### config.mk
export PLATFORM = sky130hd
export DESIGN_NAME = ring_queue_with_sort_unit
export DESIGN_NICKNAME = d
export VERILOG_FILES = /design/src/hw/rtl/rqs_pkg.sv /design/src/hw/rtl/rqs_ram.sv /design/src/hw/rtl/rqs_ctrl.sv /design/src/hw/rtl/rqs_datapath.sv /design/src/hw/rtl/ring_queue_with_sort_unit.sv
export SDC_FILE = /design/constraint.sdc
export NUM_CORES = 1
export LEC_CHECK = 0
export ABC_CLOCK_PERIOD_IN_PS = 4620
export BUFFER_PORTS_ARGS = -buffer_cell sky130_fd_sc_hd__buf_2
export CAP_MARGIN = 20
export CORE_MARGIN = 2
export CORE_UTILIZATION = 55
export CTS_BUF_LIST = sky130_fd_sc_hd__clkbuf_2 sky130_fd_sc_hd__clkbuf_4 sky130_fd_sc_hd__clkbuf_8
export CTS_CLUSTER_DIAMETER = 100
export CTS_CLUSTER_SIZE = 10
export DETAILED_ROUTE_END_ITERATION = 10
export GPL_TIMING_DRIVEN = 0
export PLACE_DENSITY = 0.8
export REMOVE_ABC_BUFFERS = 1
export SYNTH_ARGS = -nofsm -noshare
export SYNTH_HDL_FRONTEND = slang
export SYNTH_SLANG_ARGS = --single-unit
### constraint.sdc
create_clock -name clk -period 4.62 [get_ports clk]
set_clock_uncertainty 0.2 [all_clocks]
set_input_delay 0.924 -clock clk [delete_from_list [all_inputs] [get_ports clk]]
set_output_delay 0.924 -clock clk [all_outputs]
set_load 0.02 [all_outputs]
### src/hw/rtl/rqs_pkg.sv
// Shared types and codes for the ring queue with sort unit.
package rqs_pkg;

    localparam logic [1:0] OP_ENQ  = 2'd0;
    localparam logic [1:0] OP_DEQ  = 2'd1;
    localparam logic [1:0] OP_PEEK = 2'd2;
    localparam logic [1:0] OP_SORT = 2'd3;

    localparam logic [1:0] ST_OK    = 2'd0;
    localparam logic [1:0] ST_FULL  = 2'd1;
    localparam logic [1:0] ST_EMPTY = 2'd2;

    localparam logic signed [31:0] DATA_NONE = -32'sd1;

    typedef struct packed {
        logic [1:0]         op;
        logic signed [31:0] value;
    } request_t;

    typedef struct packed {
        logic signed [31:0] data;
        logic [1:0]         status;
        logic [3:0]         count;
    } response_t;

    typedef struct packed {
        logic accept;
        logic sorting;
        logic load;
        logic first;
        logic step;
        logic pass_end;
    } ctrl_cmd_t;

    typedef struct packed {
        logic short_sort;
        logic last_step;
        logic last_pass;
    } ctrl_sts_t;

endpackage

### src/hw/rtl/rqs_ram.sv
// Generic single-write, single-read RAM with registered read data.
module rqs_ram #(
    parameter int WIDTH = 32,
    parameter int DEPTH = 8
) (
    input  logic                     clk,
    input  logic                     we,
    input  logic [$clog2(DEPTH)-1:0] waddr,
    input  logic [WIDTH-1:0]         wdata,
    input  logic [$clog2(DEPTH)-1:0] raddr,
    output logic [WIDTH-1:0]         rdata
);

    logic [WIDTH-1:0] mem [DEPTH];
    logic [WIDTH-1:0] rdata_reg;

    always_ff @(posedge clk)
    begin
        if (we)
        begin
            mem[waddr] <= wdata;
        end
        rdata_reg <= mem[raddr];
    end

    assign rdata = rdata_reg;

endmodule

### src/hw/rtl/rqs_ctrl.sv
// Controller state machine: accepts words and sequences the bubble sort passes.
module rqs_ctrl (
    input  logic               clk,
    input  logic               rst_n,
    input  logic               start,
    input  logic [1:0]         op,
    input  rqs_pkg::ctrl_sts_t sts,
    output rqs_pkg::ctrl_cmd_t cmd,
    output logic               busy
);
    import rqs_pkg::*;

    localparam logic [2:0] S_IDLE  = 3'd0;
    localparam logic [2:0] S_LOAD  = 3'd1;
    localparam logic [2:0] S_FIRST = 3'd2;
    localparam logic [2:0] S_STEP  = 3'd3;
    localparam logic [2:0] S_END   = 3'd4;

    logic [2:0] state_reg;
    logic [2:0] state_next;
    logic       accept;

    assign accept = start && (state_reg == S_IDLE);

    always_comb
    begin
        state_next = state_reg;
        unique case (state_reg)
            S_IDLE:
            begin
                if (accept && (op == OP_SORT) && !sts.short_sort)
                begin
                    state_next = S_LOAD;
                end
            end
            S_LOAD:
            begin
                state_next = S_FIRST;
            end
            S_FIRST:
            begin
                state_next = S_STEP;
            end
            S_STEP:
            begin
                if (sts.last_step)
                begin
                    state_next = S_END;
                end
            end
            S_END:
            begin
                state_next = sts.last_pass ? S_IDLE : S_LOAD;
            end
            default:
            begin
                state_next = S_IDLE;
            end
        endcase
    end

    always_ff @(posedge clk or negedge rst_n)
    begin
        if (!rst_n)
        begin
            state_reg <= S_IDLE;
        end
        else
        begin
            state_reg <= state_next;
        end
    end

    always_comb
    begin
        cmd.accept   = accept;
        cmd.sorting  = (state_reg != S_IDLE);
        cmd.load     = (state_reg == S_LOAD);
        cmd.first    = (state_reg == S_FIRST);
        cmd.step     = (state_reg == S_STEP);
        cmd.pass_end = (state_reg == S_END);
    end

    assign busy = (state_reg != S_IDLE);

endmodule

### src/hw/rtl/rqs_datapath.sv
// Datapath: pointers, occupancy, storage RAM, sort compare and result registers.
module rqs_datapath #(
    parameter int DEPTH = 8
) (
    input  logic                clk,
    input  logic                rst_n,
    input  rqs_pkg::request_t   request,
    input  rqs_pkg::ctrl_cmd_t  cmd,
    output rqs_pkg::ctrl_sts_t  sts,
    output rqs_pkg::response_t  response,
    output logic                done
);
    import rqs_pkg::*;

    localparam int AW = $clog2(DEPTH);
    localparam int CW = $clog2(DEPTH + 1);

    logic [AW-1:0]      head_reg;
    logic [AW-1:0]      tail_reg;
    logic [CW-1:0]      occ_reg;
    logic [AW-1:0]      rd_ptr_reg;
    logic [AW-1:0]      wr_ptr_reg;
    logic [CW-1:0]      idx_reg;
    logic [CW-1:0]      len_reg;
    logic signed [31:0] cur_reg;
    logic               done_reg;
    logic               use_ram_reg;
    logic [1:0]         status_reg;

    logic               we;
    logic [AW-1:0]      waddr;
    logic [31:0]        wdata;
    logic [AW-1:0]      raddr;
    logic [31:0]        rdata;
    logic signed [31:0] rword;
    logic               greater;
    logic               full;
    logic               empty;
    logic [CW+3:0]      occ_ext;

    function automatic logic [AW-1:0] next_slot(input logic [AW-1:0] slot);
        next_slot = (slot == AW'(DEPTH - 1)) ? '0 : slot + 1'b1;
    endfunction

    assign rword   = $signed(rdata);
    assign greater = (cur_reg > rword);
    assign full    = (occ_reg == CW'(DEPTH));
    assign empty   = (occ_reg == '0);

    assign sts.short_sort = (occ_reg < CW'(2));
    assign sts.last_step  = ((idx_reg + CW'(1)) == len_reg);
    assign sts.last_pass  = (len_reg == CW'(2));

    assign raddr = cmd.sorting ? rd_ptr_reg : head_reg;
    assign waddr = cmd.sorting ? wr_ptr_reg : tail_reg;
    assign we    = (cmd.accept && (request.op == OP_ENQ) && !full) || cmd.step || cmd.pass_end;

    always_comb
    begin
        if (cmd.step)
        begin
            wdata = greater ? rdata : cur_reg;
        end
        else if (cmd.pass_end)
        begin
            wdata = cur_reg;
        end
        else
        begin
            wdata = request.value;
        end
    end

    rqs_ram #(
        .WIDTH(32),
        .DEPTH(DEPTH)
    ) u_ram (
        .clk  (clk),
        .we   (we),
        .waddr(waddr),
        .wdata(wdata),
        .raddr(raddr),
        .rdata(rdata)
    );

    always_ff @(posedge clk or negedge rst_n)
    begin
        if (!rst_n)
        begin
            head_reg    <= '0;
            tail_reg    <= '0;
            occ_reg     <= '0;
            len_reg     <= '0;
            done_reg    <= 1'b0;
            use_ram_reg <= 1'b0;
            status_reg  <= ST_OK;
        end
        else
        begin
            done_reg    <= 1'b0;
            use_ram_reg <= 1'b0;
            if (cmd.accept)
            begin
                status_reg <= ST_OK;
                case (request.op)
                    OP_ENQ:
                    begin
                        done_reg <= 1'b1;
                        if (full)
                        begin
                            status_reg <= ST_FULL;
                        end
                        else
                        begin
                            tail_reg <= next_slot(tail_reg);
                            occ_reg  <= occ_reg + CW'(1);
                        end
                    end
                    OP_DEQ:
                    begin
                        done_reg <= 1'b1;
                        if (empty)
                        begin
                            status_reg <= ST_EMPTY;
                        end
                        else
                        begin
                            use_ram_reg <= 1'b1;
                            occ_reg     <= occ_reg - CW'(1);
                            if (occ_reg == CW'(1))
                            begin
                                head_reg <= '0;
                                tail_reg <= '0;
                            end
                            else
                            begin
                                head_reg <= next_slot(head_reg);
                            end
                        end
                    end
                    OP_PEEK:
                    begin
                        done_reg <= 1'b1;
                        if (empty)
                        begin
                            status_reg <= ST_EMPTY;
                        end
                        else
                        begin
                            use_ram_reg <= 1'b1;
                        end
                    end
                    default:
                    begin
                        len_reg <= occ_reg;
                        if (sts.short_sort)
                        begin
                            done_reg <= 1'b1;
                        end
                    end
                endcase
            end
            if (cmd.pass_end)
            begin
                len_reg <= len_reg - CW'(1);
                if (sts.last_pass)
                begin
                    done_reg   <= 1'b1;
                    status_reg <= ST_OK;
                end
            end
        end
    end

    always_ff @(posedge clk)
    begin
        if (cmd.accept || cmd.pass_end)
        begin
            rd_ptr_reg <= head_reg;
            wr_ptr_reg <= head_reg;
        end
        if (cmd.load)
        begin
            rd_ptr_reg <= next_slot(rd_ptr_reg);
        end
        if (cmd.first)
        begin
            rd_ptr_reg <= next_slot(rd_ptr_reg);
            cur_reg    <= rword;
            idx_reg    <= CW'(1);
        end
        if (cmd.step)
        begin
            rd_ptr_reg <= next_slot(rd_ptr_reg);
            wr_ptr_reg <= next_slot(wr_ptr_reg);
            idx_reg    <= idx_reg + CW'(1);
            if (!greater)
            begin
                cur_reg <= rword;
            end
        end
    end

    assign occ_ext = {4'b0000, occ_reg};

    always_comb
    begin
        response.data   = use_ram_reg ? rword : DATA_NONE;
        response.status = status_reg;
        response.count  = occ_ext[3:0];
    end

    assign done = done_reg;

endmodule

### src/hw/rtl/ring_queue_with_sort_unit.sv
// Top level of the ring queue with in-place sort.
//
// A word is taken on request when start is high and busy is low. request.op
// selects enqueue, dequeue, peek or sort; request.value is the word to enqueue.
// Exactly one response follows each accepted word: done is high for one cycle
// and response carries data, status and count. The receiver cannot stall;
// the response is valid only in the cycle done is high.
// Enqueue, dequeue and peek answer in the cycle after acceptance and keep
// busy low, so one such word can be accepted every cycle. The storage RAM
// has a registered read port, so the dequeued or peeked word arrives with it.
// Sort runs a bubble sort over the held words through the single RAM read
// port: with n words held it takes n-1 passes, each pass running the load,
// first, step and end states, with busy high throughout; the response
// follows in the cycle busy falls. Sort of zero or one word answers in
// the next cycle. Reset empties the queue; RAM contents are not cleared.
module ring_queue_with_sort_unit #(
    parameter int DEPTH = 8
) (
    input  logic               clk,
    input  logic               rst_n,
    input  logic               start,
    input  rqs_pkg::request_t  request,
    output logic               busy,
    output logic               done,
    output rqs_pkg::response_t response
);
    import rqs_pkg::*;

    ctrl_cmd_t cmd;
    ctrl_sts_t sts;

    rqs_ctrl u_ctrl (
        .clk  (clk),
        .rst_n(rst_n),
        .start(start),
        .op   (request.op),
        .sts  (sts),
        .cmd  (cmd),
        .busy (busy)
    );

    rqs_datapath #(
        .DEPTH(DEPTH)
    ) u_datapath (
        .clk     (clk),
        .rst_n   (rst_n),
        .request (request),
        .cmd     (cmd),
        .sts     (sts),
        .response(response),
        .done    (done)
    );

endmodule
Word-level counts from Yosys, hierarchy flattened. Memory sizes are Yosys's and may differ from the RTL's. A register that Yosys moved wholly into a read port is not among the register bits. Index checks and enable logic that the tools add are counted.

Flip-flop bits (word level): 63. Input port bits: 37. Memories kept: 1. Memory bits (writable): 256. Word-level logic and storage cells: 122. Output and inout port bits: 40.

Reductions and logical operators: 26. Equality and inequality tests: 21. Add/subtract/negate cells: 8. Multiplexer cells: 51. Bitwise gates (word level): 1. Order comparisons: 2.

Memories: u_datapath.u_ram.mem (words 8, width 32, read ports 1, clocked after Yosys merged registers in 1, write ports 1, RTL line rqs_ram.sv:14) `logic [WIDTH-1:0] mem [DEPTH];`.

Operator list (count): $mux 32 (7); $mux 3 (17); $gt 32x32->1 (1); $mux 4 (7); $eq 3x3->1 const B (5); $pmux 3 s5 (1); $add 3x1->3 const B (4); $mux 1 (12); $add 4x1->4 const B (2); $mux 2 (4); $ne 2x2->1 const B (4); $pmux 4 s2 (1); $reduce_bool 2->1 (4); $sub 4x1->4 const B (2); $eq 3x2->1 const B (2); $pmux 3 s2 (1); $logic_and 1x1->1 (5); $reduce_and 5->1 (1); $eq 2x2->1 const B (2); $eq 4x1->1 const B (1); $eq 4x2->1 const B (1); $eq 4x4->1 (1); $eq 4x4->1 const B (1); $logic_not 4->1 (1); other kinds (17) (22).

Longest topological paths before layout. Gate-level depths: netlist of run 1.

Depth after elaboration: 8. Depth in mapped cells: 12. Depth with buffers taken out: 9.

Hierarchy. A second synthesis of run 1 with hierarchy kept.

Cell total of the unflattened synthesis: 969. Area total of the unflattened synthesis: 15449.8 um2.

Modules (own cells, without submodules): rqs_ram (times used 1, cells an instance 415, seq. area each 8328.0 um2, area an instance 10466.3 um2); rqs_datapath (times used 1, cells an instance 532, seq. area each 1391.3 um2, area an instance 4797.1 um2); rqs_ctrl (times used 1, cells an instance 22, seq. area each 75.1 um2, area an instance 186.4 um2).

Least setup slack after synthesis of run 1. Ideal clock, no wire load.

Path type: reg2reg. Start point: register u_ctrl.state_reg[2]. End point: memory u_datapath.u_ram.mem[7][0], enable pin. Setup time: 421 ps. Stages on the path, launching flop included: 10. Path buffers: 3. Data required time: 3999 ps. Path slack: 789 ps. Data arrival time: 3210 ps. Period minus slack after synthesis: 3831 ps. Cells stage by stage: dfrtp_1 > buf_2 > nand2b_1 > inv_1 > and2_1 > clkbuf_1 > nor2_1 > clkbuf_1 > a21o_1 > nor2_1.

Cells in the longest elaborated chain, start to end: 8. Elaborated cells between the ends (all ways): 12. Classes of those cells: eq/ne: 2; mux: 3; reduce/logical: 7.

RTL lines: from (decl) (RTL line rqs_ctrl.sv:19) `logic [2:0] state_reg;`; from (signal assigned) (RTL line rqs_ctrl.sv:70) `state_reg <= state_next;`; $logic_not 3->1 (RTL line rqs_ctrl.sv:23) `assign accept = start && (state_reg == S_IDLE);`; $logic_and 1x1->1 (RTL line rqs_ctrl.sv:23); $logic_and 1x1->1 (2 in series) (RTL line rqs_datapath.sv:56) `assign we = (cmd.accept && (request.op == OP_ENQ) && !full) || cmd.step || cmd.pass_end;`; $logic_or 1x1->1 (2 in series) (RTL line rqs_datapath.sv:56); $mux 1 (RTL line rqs_ram.sv:19) `if (we)`; $mux 1 (not written as such) (RTL line rqs_ram.sv:21) `mem[waddr] <= wdata;`; to (decl) (RTL line rqs_ram.sv:14).

Parallel ways exist; a longest one is shown, timed or not.

Final worst setup path of run 1.
Start point: register u_datapath.u_ram.rdata_reg[29], in the netlist u_datapath.u_ram.rdata[29] (read register of u_datapath.u_ram.mem). End point: register u_datapath.cur_reg[24].

Cells in the longest elaborated chain, start to end: 3.

RTL lines: from (decl) (RTL line rqs_ram.sv:15) `logic [WIDTH-1:0] rdata_reg;`; $gt 32x32->1 (RTL line rqs_datapath.sv:46) `assign greater = (cur_reg > rword);`; $mux 32 (RTL line rqs_datapath.sv:197) `if (!greater)`; $mux 32 (RTL line rqs_datapath.sv:192) `if (cmd.step)`; to (signal assigned) (RTL line rqs_datapath.sv:189) `cur_reg <= rword;`; to (signal assigned) (RTL line rqs_datapath.sv:199) `cur_reg <= rword;`; to (decl) (RTL line rqs_datapath.sv:25) `logic signed [31:0] cur_reg;`.

Every way passes these cells. A chain may end at the register's enable or synchronous reset.

==> results.md, run 1 <==
* Total number of vias at 9170
* Syn Std Cell Area at 15200 sq um
* Die W at 170 um
* Placed Area at 16400 sq um
* Crit-path max FO at 34
* Core Util, Final at 0.639
* CP Capture Type: flip-flop
* Outcome: finished clean
* Hold Crit Class: primary input to asynchronous set/reset pin
* Most common cell in the netlist: edfxtp_1
* Largest area contributor in the netlist: edfxtp_1
* Mux contribution to synthesized area at 0.147
* Most used flip-flop cell after synthesis: edfxtp_1
* # IOs at 77
* Post-CTS Setup Repair Bufs at 0
* Tot GR Track Use at 0.249
* Vias in the first global route at 9534
* EDFF count, synth at 266
* WP data required at 4.87 ns
* Synth async-reset ratio at 0.0598
* Setup Viol. Count Final at 0
* Initial DRC count at 866
* Gr ovfl total at 0
* Adder-cell share of the synthesized area at 0.0413
* Compound-Gate Fraction of Synth Area at 0.0729
* Grt peak-use layer: met2
* Commonest cells in the netlist: edfxtp_1 (266), nand2_1 (109), mux2_2 (65)
* Final period utilization at 0.945
* GRT met1 Usage at 0.328
* Simple-Gate Fraction of Synth Area at 0.0569
* Die H at 170 um
* Vias per cell at 6.33
* Top cell type's share of synthesized area at 0.527
* Port bufs at 76
* Layout cell share with drive strength beyond 1 at 0.300
* Top cells by area, synth: edfxtp_1 (53%), mux4_2 (9.5%), dfxtp_1 (8.4%), mux2_2 (4.8%), ha_1 (4.1%)
* Nets at 1163
* Syn_area_per_cell at 15.4 sq um
* First-pass GRT wire length at 53800 um
* WS Path Type: flip-flop to flip-flop
* Met3 Usage GRT at 0.0419
* Maximum operating frequency at 229 MHz
* Sequential fraction of the synthesis area at 0.646
* Cell area after layout at 17300 sq um
* Fin. Hold Viols at 0
* RSZ-0062 raised after global routing: false
* Pwr dens at 854 nW/um^2
* Slew Limit Fails at 0
* # DRC at 0
* Grt met2 use at 0.429
* Clock-pin slew on the worst setup and hold paths at 0.08 ns
* Worst Max-Slew Pin Slew at 1.03 ns
* 1st-pass router iterations at 5
* Crit start category: flip-flop
* Worst hold slack at 0.0860 ns
* Max-slew headroom at 0.313
* Clk sinks at 351
* Syn Inst Count at 982
* Root Driver: clkbuf_8
* Pin count of the biggest net entering global routing at 35
* Synth unique cells at 52
* Crit path DAT at 4.62 ns
* Detailed-route wire length at 35100 um
* H-tree depth at 2
* Placer Congestion at 0.787
* Starting density of the core at 0.561
* Tmin final at 4.36 ns
* Area grow syn2layout at 13.8%
* Leak at 6.44 nW
* CTS buffer count at 41
* Drt wl/cell at 24.2 um
* Initial antenna violation count at 0
* Maximum VDD drop at 0.383 mV
* # diodes at 0
* Post-route antenna net violation count at 0
* DIE AREA at 28900 sq um
* HPWL Detailed at 22600 um
* Synth Warn # at 0
* Largest family of logic cells by synthesized area: multiplexers
* CTS tree: done
* Worst-Skew Late Latency at 0.59 ns
* Max-cap violations at 0
* CTS Buffer Depth at 3
* Tot Pwr at 14.7 mW
* XOR/XNOR Fraction of Synth Area at 0.00578
* FP Rows at 60
* Yosys reg bits at 351
* Max FFs per register at 256
* Core area at 27000 sq um
* Filler cells at 1884
layout make-up:
cell class                 instances  area, sq um  area share
sequential                       351         9790       0.567
inverter                          45          169     0.00978
tap                              341          427      0.0247
clock inverter                     4         45.0     0.00261
multi-input combinational        534         5030       0.292
timing repair buffer             103         1010      0.0583
clock buffer                      71          790      0.0457
layout by cell type (no fill, tap or decap), drive strengths merged, types with 15 or more instances in the layout:
cell    instances
dfrtp          21
nand2         109
nor2           24
o21ai          15
buf           103
ha             50
clkbuf         71
inv            48
a22o           31
a21oi          15
mux4           64
mux2           66
nand3          17
a211o          32
edfxtp        266
dfxtp          64
a31oi          38
worst paths after layout:
kind,startpoint,to,cells after the start,slack (ns)
min reg2reg,u_datapath.cur_reg[0],u_datapath.cur_reg[0],1,0.30
max,u_datapath.u_ram.rdata[29],u_datapath.cur_reg[24],10,0.26
min in group clk,u_datapath.cur_reg[0],u_datapath.cur_reg[0],1,0.30
max in group asynchronous,rst_n,u_datapath.head_reg[1],1,3.81
min,rst_n,u_datapath.len_reg[0],1,0.09
max reg2reg,u_datapath.u_ram.rdata[29],u_datapath.cur_reg[24],10,0.26
logic make-up (layout without fill, tap and decap cells):
logic type               after synthesis  in the layout
multiplexers                         135            135
flip-flops                           351            351
AO/OA/AOI/OAI                        149            149
AND/OR/NAND/NOR                      190            190
adder cells (fa/ha/maj)               50             50
XOR/XNOR                              10             10
buffers and inverters                 97            223
per-stage QoR:
step,TNS [ns],setup WS (ns),std cells
2_1_floorplan,-120.12,-3.75,930
3_5_place_dp,0,0.324,1374
4_1_cts,0,0.295,1449
5_1_grt,0,0.156,1449
6_report,0,0.256,1449
3_3_place_gp,-1258.52,-6.35,1347
metal layers:
metal | share of wire | vias up
met2 | 0.50 | 447
met4 | 0.020 | 0
li1 | - | 4003
met1 | 0.39 | 4653
met5 | 0 | -
met3 | 0.082 | 67
power by group:
group          internal [mW]  switching (mW)
clock network           1.09            1.09
registers               5.48           0.571
logic                   2.86            3.65
total                   9.43            5.31
worst max-delay path, cell delays in order, from the launching register on:
cell	delay (ns)
dfxtp_1	0.37
inv_1	0.09
ha_1	0.30
nand3_1	0.16
nor4_2	0.53
and3_1	0.39
nand2_2	0.63
a41oi_4	0.82
buf_16	0.23
buf_16	0.16
mux2_2	0.34
what timing repair did:
action,in CTS,in global routing
hold buffers,0,0
gates resized for setup,0,1
endpoints found under the setup margin,0,13
Note: power is estimated with default switching activity, not from simulation.
==> run 2, diff against run 1 <==
- ABC_CLOCK_PERIOD_IN_PS: 4620 -> 4100
- CORE_UTILIZATION: 55 -> 25
- PLACE_DENSITY: 0.8 -> 0.46
- clock period: 4.62 -> 4.1 ns (I/O delays scaled with it)
==> run 2 against run 1 <==
Effect of this change:
- hold slack gained 0.20 ns
- highest routed layer is now met5
- clock power is 15% higher
- sequential power up 12%
- largest cell class unchanged
- critical path depth stayed put
- wire length rose by 16%
- flip-flop and latch count stayed put
- register-to-register slack lost 0.07 ns
- first-iteration DRC count decreased by 14%
==> results.md, run 2 (synthesis results as in run 1) <==
* First-pass GRT wire length at 60300 um (was 53800 um)
* Worst Max-Slew Pin Slew at 0.953 ns (was 1.03 ns)
* CTS tree: done (unchanged)
* Most common library cell in the layout ignoring fill and taps: edfxtp_1 (unchanged)
* Setup Viol. Count Final at 0 (unchanged)
* Pwr dens at 949 nW/um^2 (was 854 nW/um^2)
* Gr ovfl total at 0 (unchanged)
* Crit-path max FO at 20 (was 34)
* # DRC at 0 (unchanged)
* Placer Congestion at 0.740 (was 0.787)
* CP Capture Type: flip-flop (unchanged)
* WP data required at 4.39 ns (was 4.87 ns)
* Initial DRC count at 743 (was 866)
* Worst R2R Path Depth at 10 (unchanged)
* Starting density of the core at 0.252 (was 0.561)
* Root Driver: clkbuf_8 (unchanged)
* Hold Crit Class: flip-flop to flip-flop (was primary input to asynchronous set/reset pin)
* Pin count of the biggest net entering global routing at 33 (was 35)
* Reg-to-reg endpoint: u_datapath.cur_reg[13] (was u_datapath.cur_reg[24])
* Seq. cell area at 9800 sq um (was 9790 sq um)
* Most frequent cells in the layout: edfxtp_1 (266), nand2_1 (108), buf_2 (76) (was edfxtp_1 (266), nand2_1 (108), buf_2 (77))
* Fin. Hold Viols at 0 (unchanged)
* Hold Startpoint: u_datapath.cur_reg[0]
* Crit start category: flip-flop (unchanged)
* RSZ-0062 raised after global routing: false (unchanged)
* Post-route antenna net violation count at 0 (unchanged)
* Initial antenna violation count at 1 (was 0)
* Layout cell share with drive strength beyond 1 at 0.302 (was 0.300)
* Maximum operating frequency at 255 MHz (was 229 MHz)
* Hold path cells at 1
* Worst-Skew Late Latency at 0.63 ns (was 0.59 ns)
* CTS buffer count at 41 (unchanged)
* Tmin final at 3.92 ns (was 4.36 ns)
* Hold Path End: u_datapath.cur_reg[0]
* WS Path Type: flip-flop to flip-flop (unchanged)
* FP Rows at 90 (was 60)
* Worst hold slack at 0.288 ns (was 0.0860 ns)
* Outcome: finished clean (unchanged)
* Clock-pin slew on the worst setup and hold paths at 0.07 ns (was 0.08 ns)
* Vias per cell at 4.63 (was 6.33)
* Register-to-register setup slack at 0.18 ns (was 0.26 ns)
* # IOs at 77 (unchanged)
* Tot GR Track Use at 0.130 (was 0.249)
* HPWL Detailed at 25500 um (was 22600 um)
* Setup TNS at 0 ns (unchanged)
* Filler cells at 6019 (was 1884)
* Area grow syn2layout at 17.7% (was 13.8%)
* Leak at 6.45 nW (was 6.44 nW)
* Nets at 1167 (was 1163)
* Cell Count, Final, Fillers Out at 1893 (was 1449)
* Vias in the first global route at 9157 (was 9534)
* Slew Limit Fails at 0 (unchanged)
* Final period utilization at 0.955 (was 0.945)
* Max-cap violations at 0 (unchanged)
* Launch point of the worst reg-to-reg path: u_datapath.u_ram.rdata[31] (was u_datapath.u_ram.rdata[29])
* Max FFs per register at 256 (unchanged)
* H-tree depth at 2 (unchanged)
* Placed insts at 1813 (was 1374)
* Die H at 250 um (was 170 um)
* Max-slew headroom at 0.361 (was 0.313)
* DIE AREA at 62700 sq um (was 28900 sq um)
* Core area at 60100 sq um (was 27000 sq um)
* Die W at 250 um (was 170 um)
* Drt wl/cell at 21.6 um (was 24.2 um)
* # diodes at 0 (unchanged)
* Crit path DAT at 4.21 ns (was 4.62 ns)
* Port bufs at 76 (unchanged)
* Maximum VDD drop at 0.550 mV (was 0.383 mV)
* CTS Buffer Depth at 3 (unchanged)
* Clk sinks at 351 (unchanged)
* Total number of vias at 8766 (was 9170)
* 1st-pass router iterations at 5 (unchanged)
* Multi-input gate area at 5110 sq um (was 5030 sq um)
* Detailed-route wire length at 40800 um (was 35100 um)
-- run 2: how the worst max path moves through the flow --
stage	start	to	slack [ns]	depth (start not counted)
3_5_place_dp	u_datapath.u_ram.rdata[6]	u_datapath.u_ram.mem[5][13]	-0.45	8
2_1_floorplan	u_ctrl.state_reg[0]	u_datapath.u_ram.rdata[0]	-4.27	5
5_1_grt	u_ctrl.state_reg[0]	u_datapath.u_ram.rdata[5]	0.03	7
3_3_place_gp	u_ctrl.state_reg[0]	u_datapath.u_ram.rdata[22]	-7.78	5
6_report	u_datapath.u_ram.rdata[31]	u_datapath.cur_reg[13]	0.18	10
4_1_cts	u_datapath.u_ram.rdata[29]	u_datapath.cur_reg[2]	0.06	11
-- run 2: worst max-delay path, stage by stage (launching register included) --
cell,delay (ns)
dfxtp_1,0.34
inv_1,0.09
ha_1,0.35
nand2_1,0.17
nor4_4,0.43
and3_1,0.40
nand2_2,0.42
buf_12,0.33
a41oi_4,0.42
buf_12,0.24
mux2_2,0.35
-- run 2: area by class of cell --
type / count / share of cell area
inverters: 45 / 0.00946
multi-input cells: 536 / 0.286
clock buffers: 71 / 0.0446
well taps: 782 / 0.0548
repair buffers: 105 / 0.0545
clock inverters: 3 / 0.00161
flip-flops and latches: 351 / 0.549
-- run 2: through the flow --
step           setup slack (ns)   util  power, mW  area, sq um
2_1_floorplan             -4.27      -       11.3        14900
3_3_place_gp              -7.78  0.270       13.3        16200
3_5_place_dp             -0.448  0.281       14.3        16900
4_1_cts                  0.0615  0.297       17.2        17800
5_1_grt                  0.0315  0.297       17.9        17900
6_report                  0.185  0.297       16.9        17900
-- run 2: what timing repair did --
action                                  CTS  global route
gates resized for setup                   5             2
cloned                                    2             0
hold buffers                              1             0
endpoints found under the setup margin  288            61
endpoints found under the hold margin    21             0
pin swaps                                 2             0
buffers inserted                          3             0
-- run 2: power breakdown --
group / internal [mW] / switching [mW]
Clock: 1.23 / 1.28
Sequential: 6.17 / 0.615
Combinational: 3.24 / 4.40
-- run 2: per-layer routing --
metal,global-route usage,vias to the layer above,routed length (um)
li1,-,4006,-
met3,0.0238,49,1590
met1,0.165,4536,18000
met5,0,-,16
met4,0.0308,2,740
met2,0.227,173,20500
==> run 3, diff against run 2 <==
- CELL_PAD_IN_SITES_DETAIL_PLACEMENT: not set -> 0
- CELL_PAD_IN_SITES_GLOBAL_PLACEMENT: not set -> 1
- CORE_UTILIZATION: 25 -> 54
- PLACE_DENSITY: 0.46 -> 0.89
==> run 3 against run 2 <==
Effect of this change:
- die area decreased by 53%
- flip-flop and latch count unchanged
- largest cell class unchanged
- worst setup slack improved by 0.025 ns
- final cell count decreased by 21%
- critical path depth unchanged
- clock power decreased by 2%
- global-route usage increased by 11 points
- largest power group unchanged
- register-to-register slack improved by 0.02 ns
==> results.md, run 3 (synthesis results as in run 1) <==
* Vias in the first global route at 9058 (was 9157)
* Max-slew headroom at 0.319 (was 0.361)
* Crit-path max FO at 28 (was 20)
* # IOs at 77 (unchanged)
* Area grow syn2layout at 14.4% (was 17.7%)
* Layout cell share with drive strength beyond 1 at 0.302 (unchanged)
* RSZ-0062 raised after global routing: false (unchanged)
* Worst-Skew Late Latency at 0.58 ns (was 0.63 ns)
* Sw Pwr at 5.95 mW (was 6.30 mW)
* CTS buffer count at 41 (unchanged)
* Detailed-route wire length at 34800 um (was 40800 um)
* Clk sinks at 351 (unchanged)
* Top Layer Used: met4 (was met5)
* Worst R2R Path Depth at 10 (unchanged)
* Core Util, Final at 0.626 (was 0.297)
* CP Capture Type: flip-flop (unchanged)
* Outcome: finished clean (unchanged)
* CTS tree: done (unchanged)
* WP data required at 4.26 ns (was 4.39 ns)
* Gr ovfl total at 0 (unchanged)
* Initial DRC count at 824 (was 743)
* Clock-pin slew on the worst setup and hold paths at 0.08 ns (was 0.07 ns)
* Most frequent cells in the layout: edfxtp_1 (266), nand2_1 (108), buf_2 (76) (unchanged)
* Setup Viol. Count Final at 0 (unchanged)
* Post-route antenna net violation count at 0 (unchanged)
* Placer Congestion at 0.763 (was 0.740)
* Pin count of the biggest net entering global routing at 35 (was 33)
* Root Driver: clkbuf_8 (unchanged)
* Sw frac at 0.358 (was 0.372)
* Seq pwr share at 0.409 (was 0.400)
* Launch point of the worst reg-to-reg path: u_datapath.u_ram.rdata[15] (was u_datapath.u_ram.rdata[31])
* Port bufs at 76 (unchanged)
* # DRC at 0 (unchanged)
* P_int at 10.7 mW (was 10.6 mW)
* Tot GR Track Use at 0.237 (was 0.130)
* Nets at 1165 (was 1167)
* Drt wl/cell at 23.4 um (was 21.6 um)
* Tot Pwr at 16.6 mW (was 16.9 mW)
* Initial antenna violation count at 0 (was 1)
* CTS Hold Bufs at 0 (was 1)
* Die W at 172 um (was 250 um)
* HPWL Detailed at 21600 um (was 25500 um)
* Crit start category: flip-flop (unchanged)
* Power share of the combinational group at 0.442 (was 0.452)
* Max-cap violations at 0 (unchanged)
* Most common library cell in the layout ignoring fill and taps: edfxtp_1 (unchanged)
* # diodes at 0 (unchanged)
* Total number of vias at 9016 (was 8766)
* WL met1 at 14000 um (was 18000 um)
* Hold Crit Class: primary input to asynchronous set/reset pin (was flip-flop to flip-flop)
* Maximum operating frequency at 257 MHz (was 255 MHz)
* Tmin final at 3.89 ns (was 3.92 ns)
* CTS Buffer Depth at 3 (unchanged)
* Slew Limit Fails at 0 (unchanged)
* Reg-to-reg endpoint: u_datapath.u_ram.mem[4][10] (was u_datapath.cur_reg[13])
* Die H at 172 um (was 250 um)
* WS Path Type: flip-flop to flip-flop (unchanged)
* First-pass GRT wire length at 51600 um (was 60300 um)
* Pwr dens at 959 nW/um^2 (was 949 nW/um^2)
* Worst Max-Slew Pin Slew at 1.02 ns (was 0.953 ns)
* DR WL met2 at 17300 um (was 20500 um)
* Final period utilization at 0.949 (was 0.955)
* Fin. Hold Viols at 0 (unchanged)
* Starting density of the core at 0.547 (was 0.252)
* Crit path DAT at 4.05 ns (was 4.21 ns)
* Max FFs per register at 256 (unchanged)
* Maximum VDD drop at 0.381 mV (was 0.550 mV)
* FP Rows at 61 (was 90)
* Met3 WL at 2350 um (was 1590 um)
* Register-to-register setup slack at 0.21 ns (was 0.18 ns)
* 1st-pass router iterations at 5 (unchanged)
* Core area at 27700 sq um (was 60100 sq um)
* Leak at 6.45 nW (about the same)
* Vias per cell at 6.06 (was 4.63)
* DIE AREA at 29400 sq um (was 62700 sq um)
* Power share of the clock group at 0.149 (was 0.148)
* H-tree depth at 2 (unchanged)
==> run 3: layer usage <==
| metal | vias to the layer above | track usage |
|---|---|---|
| met1 | 4565 | 0.309 |
| li1 | 4012 | - |
| met2 | 361 | 0.400 |
| met4 | 0 | 0.0921 |
| met3 | 78 | 0.0389 |
| met5 | - | 0 |
==> run 3: per-stage QoR <==
stage	hold WS, ns	TNS [ns]	instance area, sq um	cells	worst slack (ns)
floorplan	0.258	-210.86	14900	930	-4.27
global placement	0.264	-1663.25	15700	1384	-7.00
detailed placement	0.288	-66.02	16400	1408	-0.519
CTS	0.00415	0	17300	1485	0.0166
global route	0.0278	0	17400	1489	0.0313
finish	0.00188	0	17400	1489	0.209
==> run 3: worst max path at each step <==
| stage | startpoint | slack, ns | cells past startpoint | to |
|---|---|---|---|---|
| 2_1_floorplan | u_ctrl.state_reg[0] | -4.27 | 5 | u_datapath.u_ram.rdata[0] |
| 3_3_place_gp | u_ctrl.state_reg[0] | -7.00 | 5 | u_datapath.u_ram.rdata[0] |
| 3_5_place_dp | u_datapath.u_ram.rdata[1] | -0.52 | 11 | u_datapath.cur_reg[24] |
| 4_1_cts | u_ctrl.state_reg[0] | 0.02 | 8 | u_datapath.u_ram.rdata[25] |
| 5_1_grt | u_datapath.u_ram.rdata[18] | 0.03 | 10 | u_datapath.u_ram.mem[0][15] |
| 6_report | u_datapath.u_ram.rdata[15] | 0.21 | 10 | u_datapath.u_ram.mem[4][10] |
==> run 3: worst max-delay path, cell delays in order (launching register included) <==
cell     delay, ns
dfxtp_1       0.35
inv_1         0.07
ha_1          0.32
and4_1        0.22
and2_1        0.23
and3_1        0.22
nor4_2        0.55
a31o_2        0.44
buf_12        0.26
and4_4        0.48
a211o_1       0.34
==> run 3: area by class of cell <==
type / instances / area [sq um]
sequential: 351 / 9790
clock inverter: 3 / 28.8
fill: 1925 / 10400
multi-input combinational: 536 / 5080
clock buffer: 73 / 811
inverter: 45 / 169
timing repair buffer: 103 / 1000
tap: 378 / 473
==> run 3: power by group through the flow <==
stage	Clock (mW)	Sequential (mW)	Combinational, mW
finish	2.47	6.80	7.36
global route	2.66	6.91	7.91
CTS	2.51	6.79	7.22
detailed placement	0	6.86	7.10
global placement	0	6.82	6.04
floorplan	0	6.67	4.65
==> run 3: repair_timing <==
item,CTS,global route
setup endpoints to repair,288,204
gates resized for setup,2,2
setup buffers,1,2
pin swaps,1,1
gates cloned,0,2
